### src/rtl/core/tcst_pkg.sv
// Shared constants and types for the touch contact slot table.
// Holds the table size, the event and status codes and the sequencer states.
// No dependencies.
`default_nettype none

package tcst_pkg;

  localparam int SLOTS  = 10;
  localparam int SLOT_W = (SLOTS > 1) ? $clog2(SLOTS) : 1;
  localparam int CNT_W  = $clog2(SLOTS + 1);

  localparam int OP_W     = 2;
  localparam int ID_W     = 31;
  localparam int POS_W    = 16;
  localparam int STAMP_W  = 32;
  localparam int OSLOT_W  = 4;
  localparam int STATUS_W = 2;
  localparam int LIVE_W   = 4;

  localparam logic [OP_W-1:0] OP_DOWN   = 2'd0;
  localparam logic [OP_W-1:0] OP_UP     = 2'd1;
  localparam logic [OP_W-1:0] OP_MOTION = 2'd2;

  localparam logic [STATUS_W-1:0] STAT_OK      = 2'd0;
  localparam logic [STATUS_W-1:0] STAT_FULL    = 2'd1;
  localparam logic [STATUS_W-1:0] STAT_MISSING = 2'd2;

  localparam logic [LIVE_W-1:0] LIVE_MAX = 4'd15;

  typedef enum logic [1:0] {
    S_IDLE,
    S_SCAN,
    S_FINISH
  } state_t;

endpackage

`default_nettype wire

### src/rtl/core/tcst_if.sv
// Valid/ready channel interfaces for touch events and their results.
// Depends on tcst_pkg for the field widths.
`default_nettype none

interface tcst_in_if;
  logic                             valid;
  logic                             ready;
  logic [tcst_pkg::OP_W-1:0]        op;
  logic [tcst_pkg::ID_W-1:0]        contact_id;
  logic [tcst_pkg::POS_W-1:0]       pos_x;
  logic [tcst_pkg::POS_W-1:0]       pos_y;
  logic [tcst_pkg::STAMP_W-1:0]     stamp_ms;

  modport source (output valid, op, contact_id, pos_x, pos_y, stamp_ms, input ready);
  modport sink (input valid, op, contact_id, pos_x, pos_y, stamp_ms, output ready);
endinterface

interface tcst_out_if;
  logic                             valid;
  logic                             ready;
  logic [tcst_pkg::OSLOT_W-1:0]     slot;
  logic [tcst_pkg::STATUS_W-1:0]    status;
  logic [tcst_pkg::LIVE_W-1:0]      live_count;

  modport source (output valid, slot, status, live_count, input ready);
  modport sink (input valid, slot, status, live_count, output ready);
endinterface

`default_nettype wire

### src/rtl/core/touch_contact_slot_table.sv
// Touch contact slot table: down, up and motion events against a table of slots.
// Depends on tcst_pkg and the channel interfaces in tcst_if.sv.
//
// Usage:
//   Events enter on in_chan (valid/ready) and each one produces exactly one result
//   item on out_chan carrying the slot, a status and the live contact count.
//   A down event claims the lowest free slot, an up event frees the lowest live
//   slot holding the id, and a motion event rewrites position and time stamp there.
//   After an item is accepted, one comparator walks the slots one per cycle and
//   stops at the first hit or after the last slot. The sequencer then goes to its
//   finish state and loads the result into the output register once the output
//   is free. in_chan.ready is high only in the idle state, so no new item is
//   accepted while one is being scanned or waits in the finish state.
//   The result sits in an output register, so a stalled receiver only delays the
//   next result: one further item is scanned and then waits in the sequencer.
//   Synchronous reset clears all live flags, the count and the output valid flag, and returns the sequencer to idle.
`default_nettype none

module touch_contact_slot_table (
  input  wire              clk,
  input  wire              rst_n,
  tcst_in_if.sink          in_chan,
  tcst_out_if.source       out_chan
);

  localparam int SLOT_W = tcst_pkg::SLOT_W;
  localparam int CNT_W  = tcst_pkg::CNT_W;

  tcst_pkg::state_t state_r, state_nxt;

  logic [tcst_pkg::OP_W-1:0]    op_r;
  logic [tcst_pkg::ID_W-1:0]    id_r;
  logic [tcst_pkg::POS_W-1:0]   x_r;
  logic [tcst_pkg::POS_W-1:0]   y_r;
  logic [tcst_pkg::STAMP_W-1:0] stamp_r;

  logic [SLOT_W-1:0] idx_r;
  logic              found_r;
  logic [SLOT_W-1:0] found_idx_r;
  logic [CNT_W-1:0]  cnt_r;

  logic [tcst_pkg::SLOTS-1:0]   live_r;
  logic [tcst_pkg::ID_W-1:0]    contact_r [tcst_pkg::SLOTS];
  logic [tcst_pkg::POS_W-1:0]   slot_x_r  [tcst_pkg::SLOTS];
  logic [tcst_pkg::POS_W-1:0]   slot_y_r  [tcst_pkg::SLOTS];
  logic [tcst_pkg::STAMP_W-1:0] stamp_tab_r [tcst_pkg::SLOTS];

  logic                          out_valid_r;
  logic [tcst_pkg::OSLOT_W-1:0]  out_slot_r;
  logic [tcst_pkg::STATUS_W-1:0] out_status_r;
  logic [tcst_pkg::LIVE_W-1:0]   out_live_r;

  logic in_fire;
  logic out_free;
  logic scan_en;
  logic finish_en;
  logic last;
  logic hit;
  logic id_eq;

  assign in_fire  = in_chan.valid && in_chan.ready;
  assign out_free = !out_valid_r || out_chan.ready;
  assign last     = (idx_r == SLOT_W'(tcst_pkg::SLOTS - 1));
  assign id_eq    = (contact_r[idx_r] == id_r);

  always_comb begin
    unique case (op_r)
      tcst_pkg::OP_DOWN:   hit = !live_r[idx_r];
      tcst_pkg::OP_UP:     hit = live_r[idx_r] && id_eq;
      tcst_pkg::OP_MOTION: hit = live_r[idx_r] && id_eq;
      default:             hit = 1'b0;
    endcase
  end

  always_comb begin
    state_nxt = state_r;
    unique case (state_r)
      tcst_pkg::S_IDLE: begin
        if (in_fire) state_nxt = tcst_pkg::S_SCAN;
      end
      tcst_pkg::S_SCAN: begin
        if (hit || last) state_nxt = tcst_pkg::S_FINISH;
      end
      tcst_pkg::S_FINISH: begin
        if (out_free) state_nxt = tcst_pkg::S_IDLE;
      end
      default: state_nxt = tcst_pkg::S_IDLE;
    endcase
  end

  always_comb begin
    in_chan.ready = 1'b0;
    scan_en       = 1'b0;
    finish_en     = 1'b0;
    unique case (state_r)
      tcst_pkg::S_IDLE:   in_chan.ready = 1'b1;
      tcst_pkg::S_SCAN:   scan_en = 1'b1;
      tcst_pkg::S_FINISH: finish_en = out_free;
      default: ;
    endcase
  end

  always_ff @(posedge clk) begin
    if (!rst_n) begin
      state_r <= tcst_pkg::S_IDLE;
    end else begin
      state_r <= state_nxt;
    end
  end

  always_ff @(posedge clk) begin
    if (in_fire) begin
      op_r    <= in_chan.op;
      id_r    <= in_chan.contact_id;
      x_r     <= in_chan.pos_x;
      y_r     <= in_chan.pos_y;
      stamp_r <= in_chan.stamp_ms;
    end
  end

  always_ff @(posedge clk) begin
    if (!rst_n) begin
      idx_r   <= '0;
      found_r <= 1'b0;
    end else if (in_fire) begin
      idx_r   <= '0;
      found_r <= 1'b0;
    end else if (scan_en) begin
      if (hit) begin
        found_r <= 1'b1;
      end else if (!last) begin
        idx_r <= SLOT_W'(idx_r + 1'b1);
      end
    end
  end

  always_ff @(posedge clk) begin
    if (scan_en && hit) begin
      found_idx_r <= idx_r;
    end
  end

  // Table updates happen in the scan cycle that finds the slot.
  always_ff @(posedge clk) begin
    if (!rst_n) begin
      live_r <= '0;
      cnt_r  <= '0;
    end else if (scan_en && hit) begin
      if (op_r == tcst_pkg::OP_DOWN) begin
        live_r[idx_r] <= 1'b1;
        cnt_r         <= CNT_W'(cnt_r + 1'b1);
      end else if (op_r == tcst_pkg::OP_UP) begin
        live_r[idx_r] <= 1'b0;
        cnt_r         <= CNT_W'(cnt_r - 1'b1);
      end
    end
  end

  always_ff @(posedge clk) begin
    if (scan_en && hit) begin
      if (op_r == tcst_pkg::OP_DOWN) begin
        contact_r[idx_r] <= id_r;
      end
      if (op_r == tcst_pkg::OP_DOWN || op_r == tcst_pkg::OP_MOTION) begin
        slot_x_r[idx_r]    <= x_r;
        slot_y_r[idx_r]    <= y_r;
        stamp_tab_r[idx_r] <= stamp_r;
      end
    end
  end

  always_ff @(posedge clk) begin
    if (!rst_n) begin
      out_valid_r <= 1'b0;
    end else if (finish_en) begin
      out_valid_r <= 1'b1;
    end else if (out_chan.ready) begin
      out_valid_r <= 1'b0;
    end
  end

  always_ff @(posedge clk) begin
    if (finish_en) begin
      out_slot_r <= found_r ? tcst_pkg::OSLOT_W'(found_idx_r) : '0;
      if (found_r) begin
        out_status_r <= tcst_pkg::STAT_OK;
      end else if (op_r == tcst_pkg::OP_DOWN) begin
        out_status_r <= tcst_pkg::STAT_FULL;
      end else begin
        out_status_r <= tcst_pkg::STAT_MISSING;
      end
      out_live_r <= (cnt_r > CNT_W'(tcst_pkg::LIVE_MAX)) ? tcst_pkg::LIVE_MAX
                                                        : tcst_pkg::LIVE_W'(cnt_r);
    end
  end

  assign out_chan.valid      = out_valid_r;
  assign out_chan.slot       = out_slot_r;
  assign out_chan.status     = out_status_r;
  assign out_chan.live_count = out_live_r;

endmodule

`default_nettype wire

### src/flat_wrapper.sv
// flat-port wrapper written by rule: the top's interface ports become plain ports
module touch_contact_slot_table_flat 
  (clk, rst_n, in_chan_valid, in_chan_op, in_chan_contact_id, in_chan_pos_x, in_chan_pos_y, in_chan_stamp_ms, in_chan_ready, out_chan_valid, out_chan_slot, out_chan_status, out_chan_live_count, out_chan_ready);
  tcst_in_if in_chan_i ();
  tcst_out_if out_chan_i ();
  input  wire clk;
  input  wire rst_n;
  input wire logic [$bits(in_chan_i.valid)-1:0] in_chan_valid;
  input wire logic [$bits(in_chan_i.op)-1:0] in_chan_op;
  input wire logic [$bits(in_chan_i.contact_id)-1:0] in_chan_contact_id;
  input wire logic [$bits(in_chan_i.pos_x)-1:0] in_chan_pos_x;
  input wire logic [$bits(in_chan_i.pos_y)-1:0] in_chan_pos_y;
  input wire logic [$bits(in_chan_i.stamp_ms)-1:0] in_chan_stamp_ms;
  output wire logic [$bits(in_chan_i.ready)-1:0] in_chan_ready;
  output wire logic [$bits(out_chan_i.valid)-1:0] out_chan_valid;
  output wire logic [$bits(out_chan_i.slot)-1:0] out_chan_slot;
  output wire logic [$bits(out_chan_i.status)-1:0] out_chan_status;
  output wire logic [$bits(out_chan_i.live_count)-1:0] out_chan_live_count;
  input wire logic [$bits(out_chan_i.ready)-1:0] out_chan_ready;
  assign in_chan_i.valid = in_chan_valid;
  assign in_chan_i.op = in_chan_op;
  assign in_chan_i.contact_id = in_chan_contact_id;
  assign in_chan_i.pos_x = in_chan_pos_x;
  assign in_chan_i.pos_y = in_chan_pos_y;
  assign in_chan_i.stamp_ms = in_chan_stamp_ms;
  assign in_chan_ready = in_chan_i.ready;
  assign out_chan_valid = out_chan_i.valid;
  assign out_chan_slot = out_chan_i.slot;
  assign out_chan_status = out_chan_i.status;
  assign out_chan_live_count = out_chan_i.live_count;
  assign out_chan_i.ready = out_chan_ready;
  touch_contact_slot_table u_core (.clk(clk), .rst_n(rst_n), .in_chan(in_chan_i), .out_chan(out_chan_i));
endmodule
### config.mk
export PLATFORM = sky130hd
export DESIGN_NAME = touch_contact_slot_table_flat
export DESIGN_NICKNAME = d
export VERILOG_FILES = /design/src/rtl/core/tcst_pkg.sv /design/src/rtl/core/tcst_if.sv /design/src/rtl/core/touch_contact_slot_table.sv /design/src/flat_wrapper.sv
export SDC_FILE = /design/constraint.sdc
export NUM_CORES = 1
export LEC_CHECK = 0
export BUFFER_PORTS_ARGS = -buffer_cell sky130_fd_sc_hd__buf_2
export CELL_PAD_IN_SITES_DETAIL_PLACEMENT = 1
export CELL_PAD_IN_SITES_GLOBAL_PLACEMENT = 2
export CORE_MARGIN = 2
export CORE_UTILIZATION = 45
export CTS_CLUSTER_SIZE = 16
export DETAILED_ROUTE_END_ITERATION = 12
export PLACE_DENSITY = 0.79
export RECOVER_POWER = 25
export SLEW_MARGIN = 30
export SYNTH_ARGS = -nofsm -noshare
export SYNTH_HDL_FRONTEND = slang
export SYNTH_SLANG_ARGS = --single-unit
### constraint.sdc
create_clock -name clk -period 5.3 [get_ports clk]
set_clock_uncertainty 0.1 [all_clocks]
set_input_delay 0.265 -clock clk [delete_from_list [all_inputs] [get_ports clk]]
set_output_delay 0.265 -clock clk [all_outputs]
set_load 0.02 [all_outputs]
==> qor.log <==
INFO  outcome        outcome=finished, final reports clean
INFO  logic_synthesis synth-seq-cells=383
INFO  clock_network  cts_buffers=41
INFO  power          total_power=0.00659W
INFO  clock_network  clock_tree.buffer_depth=3
INFO  logic_synthesis post_synth_main_area_contributors=sky130_fd_sc_hd__edfxtp_1 (70%), sky130_fd_sc_hd__mux4_2 (6.0%), sky130_fd_sc_hd__mux2i_1 (4.5%)
INFO  sta            max_clock_freq=213MHz
INFO  sta            timing.final.setup_violations=0
INFO  setup_path     critPathKind=register to register
INFO  clock_network  cts_tree=built
INFO  route          dr_total_vias=8073
INFO  setup_path     worst_path_cell_chain=buf_4 -> mux2i_1 -> xor2_1 -> nand3_1 -> nor3_1 -> o2111ai_1 -> nor4_4 -> a31o_2 -> nand3_1 -> clkinv_1 -> buf_4 -> buf_4
INFO  floorplanning  starting_density_of_the_core=45.7%
INFO  setup_path     critical-path-top-delay-family=buffers and inverters
INFO  setup_path     timing.critical_path.slowest_cell_delay=0.64ns
INFO  logic_synthesis syn_area_per_cell=18.2squm
INFO  setup_path     critPathArrivalTime=4.78ns
INFO  final_layout   sequential_cell_area=11300squm
INFO  clock_network  h-tree-depth=2
INFO  floorplanning  num_rows=67
INFO  logic_synthesis yosys_warnings=0
INFO  placement      detailed_place_hpwl=20600microns
INFO  setup_path     cp_common_cell=sky130_fd_sc_hd__buf_4
INFO  floorplanning  floorplan.die.width=189microns
INFO  power          max-vdd-ir-drop=0.306mV
INFO  sta            final.min_clock_period=4.69ns
INFO  route          postRouteWirelength=34400microns
INFO  logic_synthesis number_of_enable_flip_flop_cells_after_synthesis=357
INFO  final_layout   antennaDiodeCount=0
INFO  global_routing grt_start_max_net_pins=37
INFO  sta            rsz0062_at_grt=no
INFO  floorplanning  pin_count=113
INFO  logic_synthesis ys_async_sr_fraction=0%
INFO  route          antenna_violating_nets_post_route=0
INFO  logic_synthesis yosysMostFrequentCell=sky130_fd_sc_hd__edfxtp_1
INFO  setup_path     worstSetupStartpointType=register
INFO  hold_path      min_path_type=input port to register
INFO  global_routing global_route.overflow_total=0
INFO  final_layout   nets=1076
INFO  final_layout   multi_input_comb_area=3840squm
INFO  route          drt_iter0_markers=496
INFO  setup_path     critPathCaptureType=register
INFO  placement      place_area=16300squm
INFO  logic_synthesis synth_largest_type_area_fraction=69.8%
INFO  power          power-per-cell-area=366nW/um^2
INFO  final_layout   drive_above_1_share=22.2%
INFO  sta            max-slew-margin-rel=42.2%
INFO  clock_network  post_cts_resized=0
INFO  clock_network  cts_root_buf=sky130_fd_sc_hd__clkbuf_16
INFO  global_routing number_of_antenna_violations_at_the_first_check_in_global_routing=0
INFO  sta            period_share=88.5%
INFO  logic_synthesis synthDistinctLibCells=67
INFO  route          route.detailed.drc=0
INFO  logic_synthesis synth_area=15400squm
INFO  sta            totalNegativeSetupSlack=0ns
INFO  floorplanning  die_h=189microns
INFO  logic_synthesis synth_flop_cell=sky130_fd_sc_hd__edfxtp_1
INFO  global_routing first_global_vias=8619
INFO  sta            timing.hold.ws=0.274ns
INFO  logic_synthesis seq_area_frac_synth=73.1%
INFO  placement      placement.io_buffers=48
INFO  final_layout   finish.instance_area=18000squm
INFO  global_routing gr_util_all_layers=19.7%
INFO  setup_path     timing.critical_path.buf_inv=4
INFO  clock_network  cts_sinks=383
INFO  sta            worstMarginPinSlew=0.867ns
INFO  setup_path     critical_path_cell_with_the_highest_stage_delay=sky130_fd_sc_hd__dfxtp_4
INFO  logic_synthesis synth.net_count=956
INFO  route          via_per_inst=5.59
INFO  job            max_cap_violations=0
INFO  placement      placedCellCount=1336
INFO  final_layout   syn_to_final_growth=17.2%
INFO  clock_network  clk_pin_slew=0.06ns
INFO  final_layout   instances_no_fill=1444
INFO  logic_synthesis synthTopCellsByCount=sky130_fd_sc_hd__edfxtp_1 (357), sky130_fd_sc_hd__mux2i_1 (69), sky130_fd_sc_hd__mux4_2 (41), sky130_fd_sc_hd__nand2_1 (41), sky130_fd_sc_hd__dfxtp_1 (26)
INFO  setup_path     worstPathMaxFanout=26
INFO  sta            timing_max_transition_violations_final=0
INFO  final_layout   final.fill_count=3027
INFO  global_routing first_pass_grt_wire_length=53000microns
INFO  logic_synthesis post_synth_top_area_cell=sky130_fd_sc_hd__edfxtp_1
INFO  sta            timing_hold_violations_final=0
INFO  floorplanning  core-area=33600squm
INFO  power          p_leak=5.82nW
INFO  route          wl_per_cell=23.8microns
INFO  clock_network  clkLatencyLatePin=0.55ns
INFO  placement      gpl.final_weighted_congestion=0.740
INFO  setup_path     crit_required=5.39ns
INFO  logic_synthesis postSynthCellCount=845
INFO  floorplanning  fp.dieArea=35600squm
INFO  route          first_pass_iters=5
==> power by group <==
group	leakage (nW)	internal, W	switching [W]	total [W]
logic	1.70	0.000115	0.000128	0.000244
clock network	0.678	0.00177	0.00115	0.00292
registers	3.45	0.00335	0.0000754	0.00343
==> metal layers <==
metal	GRT usage [%]	part of all wire [%]
met1	28.0	45
met2	32.3	49
met4	4.42	1.5
met3	3.17	4.7
met5	0	0
==> what timing repair did <==
action | 4_1_cts | 5_1_grt
hold endpoints to repair | 35 | 0
setup endpoints to repair | 0 | 0
hold buffers | 34 | 0
setup buffers | 0 | 0
==> cell usage in the layout (no fill, tap or decap), types with 13 or more instances in the layout <==
cell type,Yosys,routed
sky130_fd_sc_hd__mux2_2,24,24
sky130_fd_sc_hd__edfxtp_1,357,357
sky130_fd_sc_hd__mux4_2,41,41
sky130_fd_sc_hd__nor2_1,15,15
sky130_fd_sc_hd__nand2_1,41,41
sky130_fd_sc_hd__clkbuf_16,0,41
sky130_fd_sc_hd__dfxtp_1,26,22
sky130_fd_sc_hd__buf_4,7,18
sky130_fd_sc_hd__dlygate4sd3_1,0,34
sky130_fd_sc_hd__buf_2,9,43
sky130_fd_sc_hd__xor2_1,22,22
sky130_fd_sc_hd__nand3_1,13,13
sky130_fd_sc_hd__mux2i_1,69,69
sky130_fd_sc_hd__a21oi_1,17,17
==> logic make-up after synthesis <==
logic type / Yosys count / share of synthesized area (%)
flops: 383 / 73.1
mux: 137 / 12.8
simple gates: 137 / 4.78
compound gates: 100 / 4.70
buf+inv: 46 / 1.92
xor+xnor: 32 / 1.82
fa+ha+maj: 10 / 0.863
==> area by class of cell <==
class	count	area share (%)
Clock buffer	51	6.07
Timing Repair Buffer	111	5.16
Inverter	12	0.250
Tap cell	448	3.11
Sequential cell	383	62.4
Multi-Input combinational cell	416	21.3
Clock inverter	23	1.64
==> stage by stage <==
stage | worst slack (ns) | utilization, %
finish | 0.610 | 53.6
global route | 0.373 | 53.6
CTS | 0.597 | 53.6
detailed placement | 0.643 | 48.5
global placement | 0.760 | 48.5
floorplan | 1.23 | -
==> path summary, 6_finish.rpt <==
path / depth (start not counted) / slack (ns) / start / endpoint
worst max-delay path: 12 / 0.61 / register / u_core.contact_r[7][11]
worst max register to register: 12 / 0.61 / register / u_core.contact_r[7][11]
worst min register to register: 2 / 0.38 / u_core.live_r[7] / u_core.live_r[7]
worst min-delay path: 2 / 0.27 / rst_n / u_core.live_r[5]
==> flip-flops by register name, indices dropped and copies added, names as in the netlist, named ones only <==
| register | cells |
|---|---|
| u_core.idx_r | 4 |
| u_core.found_idx_r | 4 |
| u_core.out_chan.valid | 1 |
| u_core.out_chan.slot | 4 |
| u_core.found_r | 1 |
| u_core.contact_r | 310 |
| u_core.op_r | 2 |
| u_core.id_r | 31 |
| u_core.state_r | 2 |
| u_core.live_r | 10 |
| u_core.out_chan.status | 2 |
| u_core.out_chan.live_count | 4 |
| u_core.cnt_r | 4 |
(Power assumes the default switching activity.)
